## src/rtl/nfp_pkg.sv

```systemverilog
// ----------------------------------------------------------------------------
// nfp_pkg
// Shared widths, constants, tables and fixed-point helpers of the Newton
// fractal pixel unit (signed Q8.24 with saturation).
// ----------------------------------------------------------------------------
`default_nettype none
package nfp_pkg;

    // number format
    localparam int IB = 12;                 // pixel index bits
    localparam int FB = 24;                 // fraction bits
    localparam int XW = 32;                 // coordinate width
    localparam int SW = 27;                 // pixel step width
    localparam int PW = 2 * XW;             // product width
    localparam int NW = XW - 1 + FB;        // reciprocal numerator / quotient width
    localparam int DW = 2 * (XW - 1) + 1;   // squared magnitude width
    localparam int MW = IB + SW + 2;        // pixel mapping sum width
    localparam int NB = FB - 9;             // a difference at or above 2^NB is never near
    localparam int AW = 2 * NB + 1;         // squared distance width when near

    localparam logic [XW-1:0]        LIM    = {1'b0, {(XW-1){1'b1}}};
    localparam logic signed [XW-1:0] ONE    = XW'(64'd1 << FB);
    localparam logic signed [MW-1:0] TWO_M  = MW'(64'd1 << (FB + 1));
    localparam logic [AW-1:0]        NEAR_T = AW'((64'd1 << (2 * FB)) / 64'd1000000);

    // degree codes
    localparam logic [3:0] DEG_2 = 4'd2;
    localparam logic [3:0] DEG_3 = 4'd3;
    localparam logic [3:0] DEG_5 = 4'd5;
    localparam logic [3:0] DEG_7 = 4'd7;

    // register indexes
    localparam logic [2:0] REG_DEGREE = 3'd0;
    localparam logic [2:0] REG_STEP   = 3'd1;
    localparam logic [2:0] REG_CAP    = 3'd2;
    localparam logic [2:0] REG_ESCAPE = 3'd3;

    typedef enum logic [2:0] {
        RSN_ROOT   = 3'd0,
        RSN_ORIGIN = 3'd1,
        RSN_ESCAPE = 3'd2,
        RSN_CAP    = 3'd3,
        RSN_DEGREE = 3'd4
    } t_reason;

    typedef struct packed {
        logic                  ovf;
        logic signed [XW-1:0]  v;
    } t_fix;

    // roots of unity for degree 3, then 5, then 7 (rounded to Q8.24)
    localparam logic signed [XW-1:0] ROOT_RE [0:14] = '{
        32'sd16777216, -32'sd8388608, -32'sd8388608,
        32'sd16777216, 32'sd5184445, -32'sd13573053, -32'sd13573053, 32'sd5184445,
        32'sd16777216, 32'sd10460423, -32'sd3733282, -32'sd15115749,
        -32'sd15115749, -32'sd3733282, 32'sd10460423
    };
    localparam logic signed [XW-1:0] ROOT_IM [0:14] = '{
        32'sd0, 32'sd14529495, -32'sd14529495,
        32'sd0, 32'sd15956081, 32'sd9861400, -32'sd9861400, -32'sd15956081,
        32'sd0, 32'sd13116956, 32'sd16356576, 32'sd7279361,
        -32'sd7279361, -32'sd16356576, -32'sd13116956
    };

    function automatic logic [XW-1:0] mag(input logic signed [XW-1:0] v);
        logic [XW-1:0] r;
        r = v[XW-1] ? XW'(-v) : XW'(v);
        return r;
    endfunction

    // saturating sum
    function automatic t_fix sat_add(input logic signed [XW-1:0] a,
                                     input logic signed [XW-1:0] b);
        logic signed [XW:0] s;
        logic signed [XW:0] lims;
        t_fix r;
        lims = $signed({1'b0, LIM});
        s = $signed({a[XW-1], a}) + $signed({b[XW-1], b});
        r.ovf = 1'b0;
        r.v = XW'(s);
        if (s > lims) begin
            r.ovf = 1'b1;
            r.v = $signed(LIM);
        end else if (s < -lims) begin
            r.ovf = 1'b1;
            r.v = -$signed(LIM);
        end
        return r;
    endfunction

    // magnitude to signed value with saturation
    function automatic t_fix fix_mag(input logic [NW-1:0] m, input logic neg);
        logic [XW-1:0] u;
        t_fix r;
        r.ovf = 1'b0;
        u = m[XW-1:0];
        if (m > NW'(LIM)) begin
            r.ovf = 1'b1;
            u = LIM;
        end
        r.v = neg ? -$signed(u) : $signed(u);
        return r;
    endfunction

    // pixel mapping clamp
    function automatic t_fix clamp_map(input logic signed [MW-1:0] s);
        logic signed [MW-1:0] lims;
        t_fix r;
        lims = MW'($signed({1'b0, LIM}));
        r.ovf = 1'b0;
        r.v = XW'(s);
        if (s > lims) begin
            r.ovf = 1'b1;
            r.v = $signed(LIM);
        end else if (s < -lims) begin
            r.ovf = 1'b1;
            r.v = -$signed(LIM);
        end
        return r;
    endfunction

    // reciprocal of the degree, scaled for the shift in div_small
    function automatic logic [XW-1:0] recip(input logic [3:0] d);
        logic [XW-1:0] r;
        case (d)
            DEG_2:   r = 32'h8000_0000;
            DEG_3:   r = 32'd2863311531;
            DEG_5:   r = 32'd3435973837;
            DEG_7:   r = 32'd2454267027;
            default: r = '0;
        endcase
        return r;
    endfunction

    // floor(m / d) from the product m * recip(d)
    function automatic logic [XW-1:0] div_small(input logic [PW-1:0] p, input logic [3:0] d);
        logic [XW-1:0] r;
        case (d)
            DEG_2:   r = XW'(p >> 32);
            DEG_3:   r = XW'(p >> 33);
            DEG_5:   r = XW'(p >> 34);
            DEG_7:   r = XW'(p >> 34);
            default: r = '0;
        endcase
        return r;
    endfunction

    function automatic logic [XW-1:0] times_small(input logic [XW-1:0] q,
                                                  input logic [2:0] d);
        logic [XW-1:0] r;
        r = (d[0] ? q : '0) + (d[1] ? (q << 1) : '0) + (d[2] ? (q << 2) : '0);
        return r;
    endfunction

    // v*(d-1)/d when rest is set, else v/d, truncated toward zero
    function automatic logic signed [XW-1:0] frac_scale(input logic signed [XW-1:0] v,
                                                        input logic [PW-1:0] p,
                                                        input logic [3:0] d,
                                                        input logic rest);
        logic [XW-1:0] m;
        logic [XW-1:0] q;
        logic [XW-1:0] c;
        logic [XW-1:0] r;
        m = mag(v);
        q = div_small(p, d);
        c = q + XW'(times_small(q, d[2:0]) != m);
        r = rest ? (m - c) : q;
        return v[XW-1] ? -$signed(r) : $signed(r);
    endfunction

    function automatic logic [3:0] root_base(input logic [3:0] d);
        logic [3:0] r;
        case (d)
            DEG_5:   r = 4'd3;
            DEG_7:   r = 4'd8;
            default: r = 4'd0;
        endcase
        return r;
    endfunction

    // test point idx: roots first, then the origin at idx == d
    function automatic logic signed [XW-1:0] point_re(input logic [3:0] d,
                                                      input logic [2:0] idx);
        logic signed [XW-1:0] r;
        if (idx == d[2:0]) begin
            r = '0;
        end else if (d == DEG_2) begin
            r = (idx == 3'd0) ? ONE : -ONE;
        end else begin
            r = ROOT_RE[root_base(d) + {1'b0, idx}];
        end
        return r;
    endfunction

    function automatic logic signed [XW-1:0] point_im(input logic [3:0] d,
                                                      input logic [2:0] idx);
        logic signed [XW-1:0] r;
        if (idx == d[2:0] || d == DEG_2) begin
            r = '0;
        end else begin
            r = ROOT_IM[root_base(d) + {1'b0, idx}];
        end
        return r;
    endfunction

    function automatic logic [7:0] gray_of(input logic [15:0] it, input logic [3:0] d);
        logic [7:0] lo;
        if (d == DEG_3 || d == DEG_7) begin
            lo = {it[4:0], 3'b000} + {it[6:0], 1'b0};
        end else begin
            lo = it[7:0];
        end
        return (lo == 8'hFF) ? 8'h00 : lo;
    endfunction

endpackage
`default_nettype wire

```

## src/rtl/nfp_mul.sv

```systemverilog
// ----------------------------------------------------------------------------
// nfp_mul
// Shared unsigned multiplier with a registered product.
// ----------------------------------------------------------------------------
`default_nettype none
module nfp_mul import nfp_pkg::*; (
    input  wire logic          i_clk,
    input  wire logic [XW-1:0] i_a,
    input  wire logic [XW-1:0] i_b,
    output logic      [PW-1:0] o_p
);

    logic [PW-1:0] r_p;

    // product register
    always_ff @(posedge i_clk) begin
        r_p <= PW'(i_a) * PW'(i_b);
    end

    assign o_p = r_p;

endmodule
`default_nettype wire

```

## config.mk

```make
export PLATFORM = sky130hd
export DESIGN_NAME = nfp_mul
export DESIGN_NICKNAME = d
export VERILOG_FILES = /design/src/rtl/nfp_pkg.sv /design/src/rtl/nfp_mul.sv
export SDC_FILE = /design/constraint.sdc
export NUM_CORES = 2
export LEC_CHECK = 0
export BUFFER_PORTS_ARGS = -buffer_cell sky130_fd_sc_hd__buf_2
export CORE_ASPECT_RATIO = 1.2
export CORE_MARGIN = 2
export CORE_UTILIZATION = 40
export CTS_BUF_LIST = sky130_fd_sc_hd__clkbuf_4
export DETAILED_ROUTE_END_ITERATION = 8
export PLACE_DENSITY = 0.56
export SYNTH_ARGS = -nofsm -noshare
export SYNTH_HDL_FRONTEND = slang
export SYNTH_SLANG_ARGS = --single-unit
```

## constraint.sdc

```tcl
create_clock -name i_clk -period 10.6 [get_ports i_clk]
set_input_delay 1.59 -clock i_clk [delete_from_list [all_inputs] [get_ports i_clk]]
set_output_delay 1.59 -clock i_clk [all_outputs]
set_load 0.02 [all_outputs]
```

* Word level (Yosys, flattened, before mapping)
Cells that the tools add are included.
W data, S select, Z words.
** Operators by class
- Shift-type cells :: 0
- Multipliers :: 1
- Bitwise logic cells :: 0
- Magnitude comparators :: 0
- Divide/modulo/power cells :: 0
- Equality and inequality tests :: 0
- Add/subtract/negate cells :: 0
- Reduce and logical (&&, ||, !) cells :: 0
- Muxes and demuxes :: 0
** Operator list (number)
- $mul A32 B32 Y64 :: 1
** Word-level totals
- Memory bits (read-only) :: 0
- Bits in latches :: 0
- Output and inout bits :: 64
- Register bits :: 64
- Input bits :: 65
- Bits in writable memories :: 0
- Memories :: 0

* Depth between registers and ports, before layout
- Word-level depth :: 1
- Depth in mapped cells :: 29
- Depth with buffers taken out :: 27

* Least setup slack after synthesis
OpenSTA, ideal clock, no wires.
- Path kind :: input-to-reg
- Start :: in i_a[25]
- End :: reg r_p[62], in the netlist o_p[62]
- Arrival :: 8.271 ns
- Buffers on the path :: 2
- Slack :: 2.257 ns
- Data required time :: 10.528 ns
- Cell stages on the path :: 25
- Path through :: clkbuf_1 > nand2_1 > fa_1 > inv_1 > fa_1 > inv_1 > fa_1 > inv_1 > fa_1 > fa_1 > fa_1 > fa_1 > inv_1 > fa_1 > inv_1 > ha_1 > buf_2 > nand4_1 > or4_1 > or3_1 > a31oi_1 > a31o_2 > a211oi_1 > o21ai_1 > xor2_1
** On the way
- Longest elaborated chain between the ends :: 1
** Ends and longest elaborated chain
- from (decl) :: RTL line nfp_mul.sv:8 : input wire logic [XW-1:0] i_a,
- $mul A32 B32 Y64 :: RTL line nfp_mul.sv:17 : r_p <= PW'(i_a) * PW'(i_b);
- to (signal assigned) :: RTL line nfp_mul.sv:17
- to (decl) :: RTL line nfp_mul.sv:13 : logic [PW-1:0] r_p;
Every way passes these cells.

* Final worst setup path
- Start :: in i_b[24]
- End :: reg r_p[62], in the netlist o_p[62]
** On the way
- Longest elaborated chain between the ends :: 1
** Ends and longest elaborated chain
- from (decl) :: RTL line nfp_mul.sv:9 : input wire logic [XW-1:0] i_b,
- $mul A32 B32 Y64 :: RTL line nfp_mul.sv:17
Every way passes these cells.

==> flow_summary.ini <==
[flow_run]
drv_cap = 0

[global_routing]
overflow = 0
grt_util_met2 = 0.439
use_met3 = 0.0182
grt_start_max_net_pins = 33
grt_util_met1 = 0.262
grtUsageTotal = 0.235
busiest_layer = met2
antenna_found_initial = 3
grt_pass1_wl_um = 158000
grt_pass1_vias = 27420

[synthesis]
synth_warnings = 0
synth.net_count = 4972
syn_inst = 3748
synth_edf_count = 0
ys.flop_type = dfxtp_1
ys_ff_latch = 64
synthTopCellsByCount = 896 x fa_1, 865 x inv_1, 602 x and2_1
syn-cell-area_sq_um = 34700
synthArstFlopShare = 0
yosys.area.top_type_share = 0.517
synth_top_area_cell = fa_1
synthTopCellsByArea = fa_1 52%, and2_1 11%, ha_1 9.5%
synth.distinct_cells = 57
synth-seq-area-share = 0.0369
synth_area_per_cell_sq_um = 9.25
synth_most_common_cell = fa_1

[critical_path]
crit_path_cell_trace = buf_2 -> nand2_1 -> fa_1 -> inv_1 -> fa_1 -> fa_1 -> fa_1 -> fa_1 -> fa_1 -> fa_1 -> inv_1 -> fa_1 -> inv_1 -> ha_1 -> nand4_1 -> or4_1 -> or3_1 -> a31oi_1 -> a31o_2 -> a211oi_1 -> o21ai_1 -> xor2_1
path_delay_family = adder cells
crit_required_ns = 11.01
cpPeakStageDelay_ns = 0.66
crit_buf_inv = 4
cp-start-kind = input pin
cpMaxStageDelayCell = buf_2
cpMostUsedCell = fa_1
path_max_fanout = 32
cp-end-kind = register
crit_arrival_ns = 9.58
path_class = input pin to register

[cells_and_area]
drive_gt1_frac = 0.0472
largest_reg_flops = 64
fin_util = 0.420
fin_area_sq_um = 36200
nNetsFinal = 4905
syn_to_final_growth_pct = 4.33

[clock_network]
hold_buffers = 0
cts_tree = done
cts_sinks = 64
clockBufferDepth = 2
cts-root-buf = clkbuf_4
cts_resized = 0
h-tree-depth = 3
numCtsBuffers = 9
postCtsSetupBuffers = 0
clk_pin_slew_worst_paths_ns = 0.12

[floorplanning]
coreArea_sq_um = 86100
die_x_um = 273
rows = 118
ios = 129
start_util = 0.403
die_h_um = 327
die_area_sq_um = 89100

[detailed_routing]
drtPass1Iterations = 7
drt-initial-drc-count = 1148
drc_errors = 0
wl_um = 99800
wl_per_cell_um = 20.7
viasPerCell = 5.11
ant_nets = 0
num_vias = 24656

[timing]
fin_crit_ns = 9.17
relSlewSlack = 0.389
setup_violations = 0
finalCritPeriodShare = 0.865
tightest_slew_ns = 0.917
hold_viol = 0
fin_setup_tns_ns = 0
achievable-frequency_mhz = 109
rsz0062_at_grt = false
drv_slew = 0

[place]
gp_congestion = 0.888
detailed_place_hpwl_um = 81200
io_buffers = 128
dpl_cell_area_sq_um = 36000

[run_status]
status = completed

[hold_path]
hp-class = input pin to register
## path summary, 6_finish.rpt
| path | cells after the start | endpoint | slack, ns | startpoint |
|---|---|---|---|---|
| worst max-delay path | 22 | o_p[62] | 1.43 | i_b[24] |
| worst min-delay path | 2 | o_p[0] | 1.77 | i_b[0] |
## kinds of logic (layout without fill, tap and decap cells)
logic type	after synthesis	in the layout	synth area share
AND/OR/NAND/NOR	1177	1177	0.176
adder cells (fa/ha/maj)	1159	1159	0.612
buffers and inverters	1085	1022	0.118
AO/OA/AOI/OAI	202	202	0.0415
flip-flops	64	64	0.0369
XOR/XNOR	60	60	0.0152
multiplexers	1	1	0.000289
other	0	4	0
## cell type report
type | count | area, sq um
fillers | 8688 | 49900
well taps | 1140 | 1430
flip-flops and latches | 64 | 1280
clock inverters | 6 | 85.1
repair buffers | 142 | 746
clock buffers | 9 | 67.6
diodes | 4 | 10.0
multi-input cells | 2599 | 29300
inverters | 865 | 3250
## metrics by stage
step           instances  hold slack, ns  worst slack, ns
2_1_floorplan       3748            1.72             2.26
3_3_place_gp        4810            2.01             1.10
3_5_place_dp        4810            2.01             1.04
4_1_cts             4825            1.73             1.57
5_1_grt             4825            1.74             1.20
6_report            4829            1.77             1.43
## metal layers
metal  vias up  wire length [um]
met1     13149             35000
met4         2              6490
met2       585             55000
li1      10711                 -
met3       209              3340
met5         -                 8
## placed cells by master (no fill, tap or decap), types with 14 or more instances in the layout
cell	Yosys	final
ha_1	263	263
xnor2_1	35	35
and3_1	14	14
a21oi_1	63	63
buf_4	0	14
nor2_1	20	20
nand2_1	480	480
and2_1	602	602
fa_1	896	896
a21o_1	40	40
nand4_1	23	23
inv_1	865	865
buf_2	6	128
dfxtp_1	64	64
xor2_1	25	25
o21ai_0	21	21
Power is not shown: default switching activity piles up to over one toggle a cycle in this logic, so the estimate is an artifact.
