===== config.mk =====
export PLATFORM = sky130hd
export DESIGN_NAME = nfp_div
export DESIGN_NICKNAME = d
export VERILOG_FILES = /design/src/rtl/nfp_pkg.sv /design/src/rtl/nfp_div.sv
export SDC_FILE = /design/constraint.sdc
export NUM_CORES = 1
export LEC_CHECK = 0
export BUFFER_PORTS_ARGS = -buffer_cell sky130_fd_sc_hd__clkbuf_2
export CORE_UTILIZATION = 52
export DETAILED_ROUTE_END_ITERATION = 8
export PLACE_DENSITY_LB_ADDON = 0.15
export SLEW_MARGIN = 30
export SYNTH_ARGS = -nofsm -noshare
export SYNTH_HDL_FRONTEND = slang
export SYNTH_SLANG_ARGS = --single-unit

===== constraint.sdc =====
create_clock -name i_clk -period 3.3 [get_ports i_clk]
set_input_delay 0.66 -clock i_clk [delete_from_list [all_inputs] [get_ports i_clk]]
set_output_delay 0.66 -clock i_clk [all_outputs]
set_load 0.1 [all_outputs]

===== src/rtl/nfp_pkg.sv =====
// ----------------------------------------------------------------------------
// nfp_pkg
// Shared widths, constants, tables and fixed-point helpers of the Newton
// fractal pixel unit (signed Q8.24 with saturation).
// ----------------------------------------------------------------------------
`default_nettype none
package nfp_pkg;

    // number format
    localparam int IB = 12;                 // pixel index bits
    localparam int FB = 24;                 // fraction bits
    localparam int XW = 32;                 // coordinate width
    localparam int SW = 27;                 // pixel step width
    localparam int PW = 2 * XW;             // product width
    localparam int NW = XW - 1 + FB;        // reciprocal numerator / quotient width
    localparam int DW = 2 * (XW - 1) + 1;   // squared magnitude width
    localparam int MW = IB + SW + 2;        // pixel mapping sum width
    localparam int NB = FB - 9;             // a difference at or above 2^NB is never near
    localparam int AW = 2 * NB + 1;         // squared distance width when near

    localparam logic [XW-1:0]        LIM    = {1'b0, {(XW-1){1'b1}}};
    localparam logic signed [XW-1:0] ONE    = XW'(64'd1 << FB);
    localparam logic signed [MW-1:0] TWO_M  = MW'(64'd1 << (FB + 1));
    localparam logic [AW-1:0]        NEAR_T = AW'((64'd1 << (2 * FB)) / 64'd1000000);

    // degree codes
    localparam logic [3:0] DEG_2 = 4'd2;
    localparam logic [3:0] DEG_3 = 4'd3;
    localparam logic [3:0] DEG_5 = 4'd5;
    localparam logic [3:0] DEG_7 = 4'd7;

    // register indexes
    localparam logic [2:0] REG_DEGREE = 3'd0;
    localparam logic [2:0] REG_STEP   = 3'd1;
    localparam logic [2:0] REG_CAP    = 3'd2;
    localparam logic [2:0] REG_ESCAPE = 3'd3;

    typedef enum logic [2:0] {
        RSN_ROOT   = 3'd0,
        RSN_ORIGIN = 3'd1,
        RSN_ESCAPE = 3'd2,
        RSN_CAP    = 3'd3,
        RSN_DEGREE = 3'd4
    } t_reason;

    typedef struct packed {
        logic                  ovf;
        logic signed [XW-1:0]  v;
    } t_fix;

    // roots of unity for degree 3, then 5, then 7 (rounded to Q8.24)
    localparam logic signed [XW-1:0] ROOT_RE [0:14] = '{
        32'sd16777216, -32'sd8388608, -32'sd8388608,
        32'sd16777216, 32'sd5184445, -32'sd13573053, -32'sd13573053, 32'sd5184445,
        32'sd16777216, 32'sd10460423, -32'sd3733282, -32'sd15115749,
        -32'sd15115749, -32'sd3733282, 32'sd10460423
    };
    localparam logic signed [XW-1:0] ROOT_IM [0:14] = '{
        32'sd0, 32'sd14529495, -32'sd14529495,
        32'sd0, 32'sd15956081, 32'sd9861400, -32'sd9861400, -32'sd15956081,
        32'sd0, 32'sd13116956, 32'sd16356576, 32'sd7279361,
        -32'sd7279361, -32'sd16356576, -32'sd13116956
    };

    function automatic logic [XW-1:0] mag(input logic signed [XW-1:0] v);
        logic [XW-1:0] r;
        r = v[XW-1] ? XW'(-v) : XW'(v);
        return r;
    endfunction

    // saturating sum
    function automatic t_fix sat_add(input logic signed [XW-1:0] a,
                                     input logic signed [XW-1:0] b);
        logic signed [XW:0] s;
        logic signed [XW:0] lims;
        t_fix r;
        lims = $signed({1'b0, LIM});
        s = $signed({a[XW-1], a}) + $signed({b[XW-1], b});
        r.ovf = 1'b0;
        r.v = XW'(s);
        if (s > lims) begin
            r.ovf = 1'b1;
            r.v = $signed(LIM);
        end else if (s < -lims) begin
            r.ovf = 1'b1;
            r.v = -$signed(LIM);
        end
        return r;
    endfunction

    // magnitude to signed value with saturation
    function automatic t_fix fix_mag(input logic [NW-1:0] m, input logic neg);
        logic [XW-1:0] u;
        t_fix r;
        r.ovf = 1'b0;
        u = m[XW-1:0];
        if (m > NW'(LIM)) begin
            r.ovf = 1'b1;
            u = LIM;
        end
        r.v = neg ? -$signed(u) : $signed(u);
        return r;
    endfunction

    // pixel mapping clamp
    function automatic t_fix clamp_map(input logic signed [MW-1:0] s);
        logic signed [MW-1:0] lims;
        t_fix r;
        lims = MW'($signed({1'b0, LIM}));
        r.ovf = 1'b0;
        r.v = XW'(s);
        if (s > lims) begin
            r.ovf = 1'b1;
            r.v = $signed(LIM);
        end else if (s < -lims) begin
            r.ovf = 1'b1;
            r.v = -$signed(LIM);
        end
        return r;
    endfunction

    // reciprocal of the degree, scaled for the shift in div_small
    function automatic logic [XW-1:0] recip(input logic [3:0] d);
        logic [XW-1:0] r;
        case (d)
            DEG_2:   r = 32'h8000_0000;
            DEG_3:   r = 32'd2863311531;
            DEG_5:   r = 32'd3435973837;
            DEG_7:   r = 32'd2454267027;
            default: r = '0;
        endcase
        return r;
    endfunction

    // floor(m / d) from the product m * recip(d)
    function automatic logic [XW-1:0] div_small(input logic [PW-1:0] p, input logic [3:0] d);
        logic [XW-1:0] r;
        case (d)
            DEG_2:   r = XW'(p >> 32);
            DEG_3:   r = XW'(p >> 33);
            DEG_5:   r = XW'(p >> 34);
            DEG_7:   r = XW'(p >> 34);
            default: r = '0;
        endcase
        return r;
    endfunction

    function automatic logic [XW-1:0] times_small(input logic [XW-1:0] q,
                                                  input logic [2:0] d);
        logic [XW-1:0] r;
        r = (d[0] ? q : '0) + (d[1] ? (q << 1) : '0) + (d[2] ? (q << 2) : '0);
        return r;
    endfunction

    // v*(d-1)/d when rest is set, else v/d, truncated toward zero
    function automatic logic signed [XW-1:0] frac_scale(input logic signed [XW-1:0] v,
                                                        input logic [PW-1:0] p,
                                                        input logic [3:0] d,
                                                        input logic rest);
        logic [XW-1:0] m;
        logic [XW-1:0] q;
        logic [XW-1:0] c;
        logic [XW-1:0] r;
        m = mag(v);
        q = div_small(p, d);
        c = q + XW'(times_small(q, d[2:0]) != m);
        r = rest ? (m - c) : q;
        return v[XW-1] ? -$signed(r) : $signed(r);
    endfunction

    function automatic logic [3:0] root_base(input logic [3:0] d);
        logic [3:0] r;
        case (d)
            DEG_5:   r = 4'd3;
            DEG_7:   r = 4'd8;
            default: r = 4'd0;
        endcase
        return r;
    endfunction

    // test point idx: roots first, then the origin at idx == d
    function automatic logic signed [XW-1:0] point_re(input logic [3:0] d,
                                                      input logic [2:0] idx);
        logic signed [XW-1:0] r;
        if (idx == d[2:0]) begin
            r = '0;
        end else if (d == DEG_2) begin
            r = (idx == 3'd0) ? ONE : -ONE;
        end else begin
            r = ROOT_RE[root_base(d) + {1'b0, idx}];
        end
        return r;
    endfunction

    function automatic logic signed [XW-1:0] point_im(input logic [3:0] d,
                                                      input logic [2:0] idx);
        logic signed [XW-1:0] r;
        if (idx == d[2:0] || d == DEG_2) begin
            r = '0;
        end else begin
            r = ROOT_IM[root_base(d) + {1'b0, idx}];
        end
        return r;
    endfunction

    function automatic logic [7:0] gray_of(input logic [15:0] it, input logic [3:0] d);
        logic [7:0] lo;
        if (d == DEG_3 || d == DEG_7) begin
            lo = {it[4:0], 3'b000} + {it[6:0], 1'b0};
        end else begin
            lo = it[7:0];
        end
        return (lo == 8'hFF) ? 8'h00 : lo;
    endfunction

endpackage
`default_nettype wire


===== src/rtl/nfp_div.sv =====
// ----------------------------------------------------------------------------
// nfp_div
// Restoring divider, one quotient bit per cycle, NW-bit quotient.
// ----------------------------------------------------------------------------
`default_nettype none
module nfp_div import nfp_pkg::*; (
    input  wire logic          i_clk,
    input  wire logic          i_rst_n,
    input  wire logic          i_start,
    input  wire logic [NW-1:0] i_num,
    input  wire logic [DW-1:0] i_den,
    output logic               o_done,
    output logic      [NW-1:0] o_quot
);

    localparam int CW = $clog2(NW);

    logic          r_busy;
    logic          r_done;
    logic [CW-1:0] r_cnt;
    logic [DW-1:0] r_rem;
    logic [DW-1:0] r_den;
    logic [NW-1:0] r_q;

    logic [DW:0]   rem_sh;
    logic          ge;
    logic [DW:0]   rem_nx;

    // trial subtract
    assign rem_sh = {r_rem, r_q[NW-1]};
    assign ge     = (rem_sh >= {1'b0, r_den});
    assign rem_nx = ge ? (rem_sh - {1'b0, r_den}) : rem_sh;

    // control
    always_ff @(posedge i_clk) begin
        if (!i_rst_n) begin
            r_busy <= 1'b0;
            r_done <= 1'b0;
        end else begin
            r_done <= 1'b0;
            if (i_start) begin
                r_busy <= 1'b1;
            end else if (r_busy && r_cnt == '0) begin
                r_busy <= 1'b0;
                r_done <= 1'b1;
            end
        end
    end

    // datapath
    always_ff @(posedge i_clk) begin
        if (i_start) begin
            r_cnt <= CW'(NW - 1);
            r_rem <= '0;
            r_den <= i_den;
            r_q   <= i_num;
        end else if (r_busy) begin
            r_cnt <= r_cnt - 1'b1;
            r_rem <= rem_nx[DW-1:0];
            r_q   <= {r_q[NW-2:0], ge};
        end
    end

    assign o_done = r_done;
    assign o_quot = r_q;

endmodule
`default_nettype wire

# Yosys cells after proc, flatten, opt, wreduce, memory -nomap -nowiden
# Cells that the tools add are included.
# word_totals
reg_bits	189
inputBits	121
out_inout_bits	56
elab_cells	21
# classes
add_sub_neg	2
n_lt_le_gt_ge	1
muxes	6
bitwise_logic	1
n_reduce_logical	5
# ops
op	count
2-to-1 mux 55 bit	2
>= comparator 64 x 63 -> 1 bit	1
2-to-1 mux 63 bit	1
subtractor 63 bit	1
zero test 6 bit	1
subtractor 6 x 1 -> 6 bit, second input constant	1
nonzero test 2 bit	2
2-to-1 mux 1 bit	3
OR reduction 2 bit	1
logical AND 1 bit	1
NOT 1 bit	1

# Depth between registers and ports, before layout
# depth
depth_word	4
depth_mapped	15
depth_no_buf	13

# Worst setup path after synthesis
# No wires, ideal clock.
# synth_timing
kind	reg-to-reg
from	register r_q[54] (netlist: o_quot[54])
to	register r_rem[49]
setup_ns	0.073
arrival_time_ns	3.958
required_time_ns	3.227
path_slack_ns	-0.731
path_stages_with_launch	15
n_path_buf	2
period_less_slack_ns	4.031
cell_sequence	edfxtp_1 inv_1 ha_1 fa_1 nand2b_1 a211oi_1 o21bai_1 a2111oi_4 o31ai_1 a2111oi_2 a2111oi_2 buf_6 buf_6 o311a_1 nor3_2
# synth_via
elab_chain_len	2
elab_cells_between_ends	3
cone_classes	add/sub (1); order compare (1); mux (1)
# synth_lines
element	line_no	source
from (decl)	nfp_div.sv:23	logic [NW-1:0] r_q;
from (signal assigned)	nfp_div.sv:56	r_q <= i_num;
from (signal assigned)	nfp_div.sv:60	r_q <= {r_q[NW-2:0], ge};
subtractor 63 bit or >= comparator 64 x 63 -> 1 bit (tied branches)	nfp_div.sv:32, nfp_div.sv:31	
2-to-1 mux 63 bit *	nfp_div.sv:32	assign rem_nx = ge ? (rem_sh - {1'b0, r_den}) : rem_sh;
to (signal assigned)	nfp_div.sv:59	r_rem <= rem_nx[DW-1:0];
to (decl)	nfp_div.sv:21	logic [DW-1:0] r_rem;
# Every way passes the cells marked *; elsewhere a longest branch is shown, timed or not.
# A chain may end at the register's enable or synchronous reset.

# Worst setup path after layout
# layout_timing
from	register r_den[0]
to	register r_rem[50]
# layout_via
elab_chain_len	2
elab_cells_between_ends	3
cone_classes	add/sub (1); order compare (1); mux (1)
# layout_lines
element	line_no	source
from (decl)	nfp_div.sv:22	logic [DW-1:0] r_den;
from (signal assigned)	nfp_div.sv:55	r_den <= i_den;
subtractor 63 bit or >= comparator 64 x 63 -> 1 bit (tied branches)	nfp_div.sv:32, nfp_div.sv:31	
2-to-1 mux 63 bit *	nfp_div.sv:32	
# Marks and branches as above.

==> results.cfg <==
[status]
outcome = finished with violations
failing_checks = negative setup slack

[place]
finalWeightedCongestion = 0.921
placed_cells_incl_taps = 1681
numPortBuffers = 176
placement.cell_area_sq_um = 13100
hpwl_reported_at_the_end_of_detailed_placement_mm = 21.2

[sta]
report.final.hold_viol_count = 0
worst-slew-pin-transition_ps = 745
hold_ws_ps = 375
totalNegativeSetupSlack_ps = -3.27
fin_worst_skew_ps = 17.9
rsz_0062_raised_after_global_routing = true
setup_viol = 1
achievable-frequency_mhz = 303
finalWorstPathRequiredPeriod_ps = 3300
final_critical_path_setup_slack_ps = -3.27
timing.final.max_slew_violations = 0
final_min_period_over_clock_period_pct = 100
maxSlewHeadroom_pct = 50.3

[setup_path]
timing.critical_path.from = r_den[0]
crit_path_frequent_cell = sky130_fd_sc_hd__a2111oi_4
timing.critical_path.depth = 15
crit-reg2reg-launch = r_den[0]
r2r_slack_ps = -3
worstPathCellList = ha_4 -> fa_2 -> nand2b_4 -> a211oi_4 -> o21bai_2 -> a2111oi_4 -> o31ai_2 -> a2111oi_4 -> a2111oi_4 -> buf_6 -> buf_12 -> clkinv_8 -> buf_8 -> mux2i_1 -> a211oi_1
worst_path_largest_cell_delay_ps = 420
cp_top_family = compound AO/OA/AOI/OAI gates
timing.critical_path.fanout_max = 5
worstSetupPathType = flip-flop to flip-flop
worstSetupEndpointType = flip-flop
timing.reg2reg.worst_path_depth = 15
number_of_buffer_and_inverter_instances_along_the_worst_setup_path = 4
setup.worst_path.end = r_rem[50]
slowest_stage = sky130_fd_sc_hd__edfxtp_1
crit-reg2reg-capture = r_rem[50]
crit_arrival_ps = 3620
worstPathRequired_ps = 3610
crit_path_start_kind = flip-flop

[finish]
layout.cells.most_common = sky130_fd_sc_hd__clkbuf_2
antenna_cells_inserted = 0
final_cell_mix = sky130_fd_sc_hd__clkbuf_2 (175), sky130_fd_sc_hd__edfxtp_1 (118), sky130_fd_sc_hd__nor2_1 (112)
layout.nets = 1624
final_cells = 1726
layout-area-overhead-vs-synth_pct = 28.6
final_cell_area_excluding_filler_cells_sq_um = 14600
layout-drive-gt1-share_pct = 34.4

[job]
max-cap-violations = 0

[logic_synthesis]
synth_compound_gate_area_share_pct = 19.3
synth_mux_area_share_pct = 6.87
synth.avg_cell_area_sq_um = 9.45
synth_enable_flop_cells = 118
synth_xor_area_share_pct = 4.63
synth_top_family_by_area = compound AO/OA/AOI/OAI gates
synth.yosys.warnings = 0
ys_async_sr_fraction_pct = 0
ys_types = 63
ys_seq_area_share_pct = 43.7
arithmetic_cell_share_of_the_synthesized_area_counting_full_adders_half_adders_and_majority_gates_pct = 7.23
top_ff_cell_synth = sky130_fd_sc_hd__edfxtp_1
synth.cell_area_sq_um = 11400
synth-seq-cells = 189
syn_inst = 1202
nets_in_the_synthesized_netlist = 1388
basic_gate_share_of_the_synthesized_area_counting_and_or_nand_and_nor_cells_pct = 12.8

[clock_tree]
clock_sinks = 189
clock_path_buffers = 2
tritoncts.num_buffers = 17
cts_root_buffer = sky130_fd_sc_hd__clkbuf_16
cts_tree = done
ctsHtreeMaxLevel = 4
clock_insertion_delay_worst_skew_ps = 450
clkSlewWorstSetupHoldPaths_ps = 90

[pwr]
p_leak_nw = 6.15
totalPowerFinal_mw = 7.81
ir_worst_vdd_mv = 0.351
power.density_cell_area_nw_per_um2 = 535

[route]
post_drt_via_cell_ratio = 5.77
uppermost_layer_routed = met4
vias = 9951
drt_pre_antenna_iters = 8
met2_length_mm = 14.6
drcViolationCount = 0
detail_route.iter0.violations = 692
route.detailed.wl_per_inst_um = 17.8
route.met3.wl_mm = 1.89
route.final.wire_length_mm = 30.7
final_antenna_net_count = 0
metal_1_wl_mm = 13.7

[grt]
globalRouteOverflowTotal = 0
grt_pass1_vias = 9278
grt.total_usage_pct = 26.6
pin_count_of_the_biggest_net_entering_global_routing = 121
grt_pass1_wl_mm = 46.6
antenna_found_initial = 0

[floorplan]
initial_core_util_pct = 53.5
placeableCoreArea_sq_um = 21200
chipHeight_um = 150
die_width_um = 150
boundaryPins = 177
floorplan.die_area_sq_um = 22400
placement_rows = 53

[min_path]
worst_hold_depth = 1
hold_path_class = input pin to flip-flop
[registers in the layout (all words and copies together), names as in the netlist]
register / count
o_done: 1
o_quot: 55
r_busy: 1
r_cnt: 6
r_den: 63
r_rem: 63
[worst register-to-register path: cells and delay by family (launching register included)]
kind            cells  cell delay [ps]
flops               1              420
fa+ha+maj           2              530
buf+inv             4              480
simple gates        1              160
mux                 1              230
compound gates      7             1360
[metrics by stage]
| step | setup slack [ps] | util [%] |
|---|---|---|
| floorplan | -465 | - |
| global placement | -312 | 61.9 |
| detailed placement | -372 | 61.9 |
| CTS | -119 | 65.8 |
| global route | -201 | 68.8 |
| finish | -3.27 | 68.8 |
[worst min-delay path by stage]
stage,slack (ps),from,end
after floorplan,440,r_rem[57],r_rem[57]
after global placement,460,r_cnt[0],r_cnt[0]
after detailed placement,460,r_cnt[0],r_cnt[0]
after CTS,370,i_den[7],r_den[7]
after global routing,370,i_den[50],r_den[50]
final,380,i_den[42],r_den[42]
[where the power goes]
group | internal, mW | total (mW) | leakage (nW) | switching, mW
registers | 2.74 | 2.86 | 1.75 | 0.122
logic | 0.981 | 2.72 | 4.09 | 1.74
clock network | 1.08 | 2.23 | 0.310 | 1.15
[repair_timing]
item / CTS / global route
setup buffers: 7 / 2
endpoints found under the setup margin: 64 / 64
gates resized for setup: 25 / 133
pin swaps: 25 / 46
gates cloned: 2 / 4
hold buffers: 0 / 0
[cell type report]
type | count | area, sq um
Multi-Input combinational cell | 858 | 6390
Timing Repair Buffer | 289 | 1940
Fill cell | 1672 | 6610
Clock inverter | 15 | 220
Clock buffer | 17 | 425
Tap cell | 275 | 344
Inverter | 83 | 324
Sequential cell | 189 | 4970
[cell usage after synthesis, drive strengths merged, types with 4 or more instances]
cell type | count | share of area (%)
nor2 | 141 | 4.7
mux2 | 56 | 5.6
edfxtp | 118 | 31
clkbuf | 58 | 1.9
nor3 | 19 | 0.88
buf | 14 | 0.78
dfxtp | 71 | 13
nand4 | 27 | 1.5
nand3 | 9 | 0.44
o31ai | 6 | 0.40
mux2i | 15 | 1.3
a21boi | 4 | 0.26
xnor2 | 29 | 2.2
nand2b | 16 | 0.88
o21bai | 15 | 0.99
ha | 64 | 7.0
nor2b | 9 | 0.50
or2 | 5 | 0.28
xor2 | 31 | 2.4
a22oi | 7 | 0.46
a32oi | 5 | 0.39
nor4 | 7 | 0.39
o21ai | 65 | 2.9
a2111oi | 5 | 0.66
nand2 | 77 | 2.5
a31oi | 11 | 0.61
a21oi | 108 | 4.8
a211oi | 49 | 3.2
inv | 83 | 2.8
o21a | 10 | 0.66
a21o | 25 | 1.7
a221oi | 4 | 0.31
[per-layer routing]
layer  global-route usage, %  vias up
met5                       0        -
met4                    6.97        0
met3                    5.09       40
met2                    43.5      352
met1                    36.1     4732
li1                        -     4827
[kinds of logic after synthesis]
logic type                 Yosys count
AOI/OAI and AO/OA                  340
xor gates and xnor gates            60
adders and majority gates           65
buffers and inverters              155
DFF                                189
muxes                               71
and+or+nand+nor                    322
(Power assumes the default switching activity.)
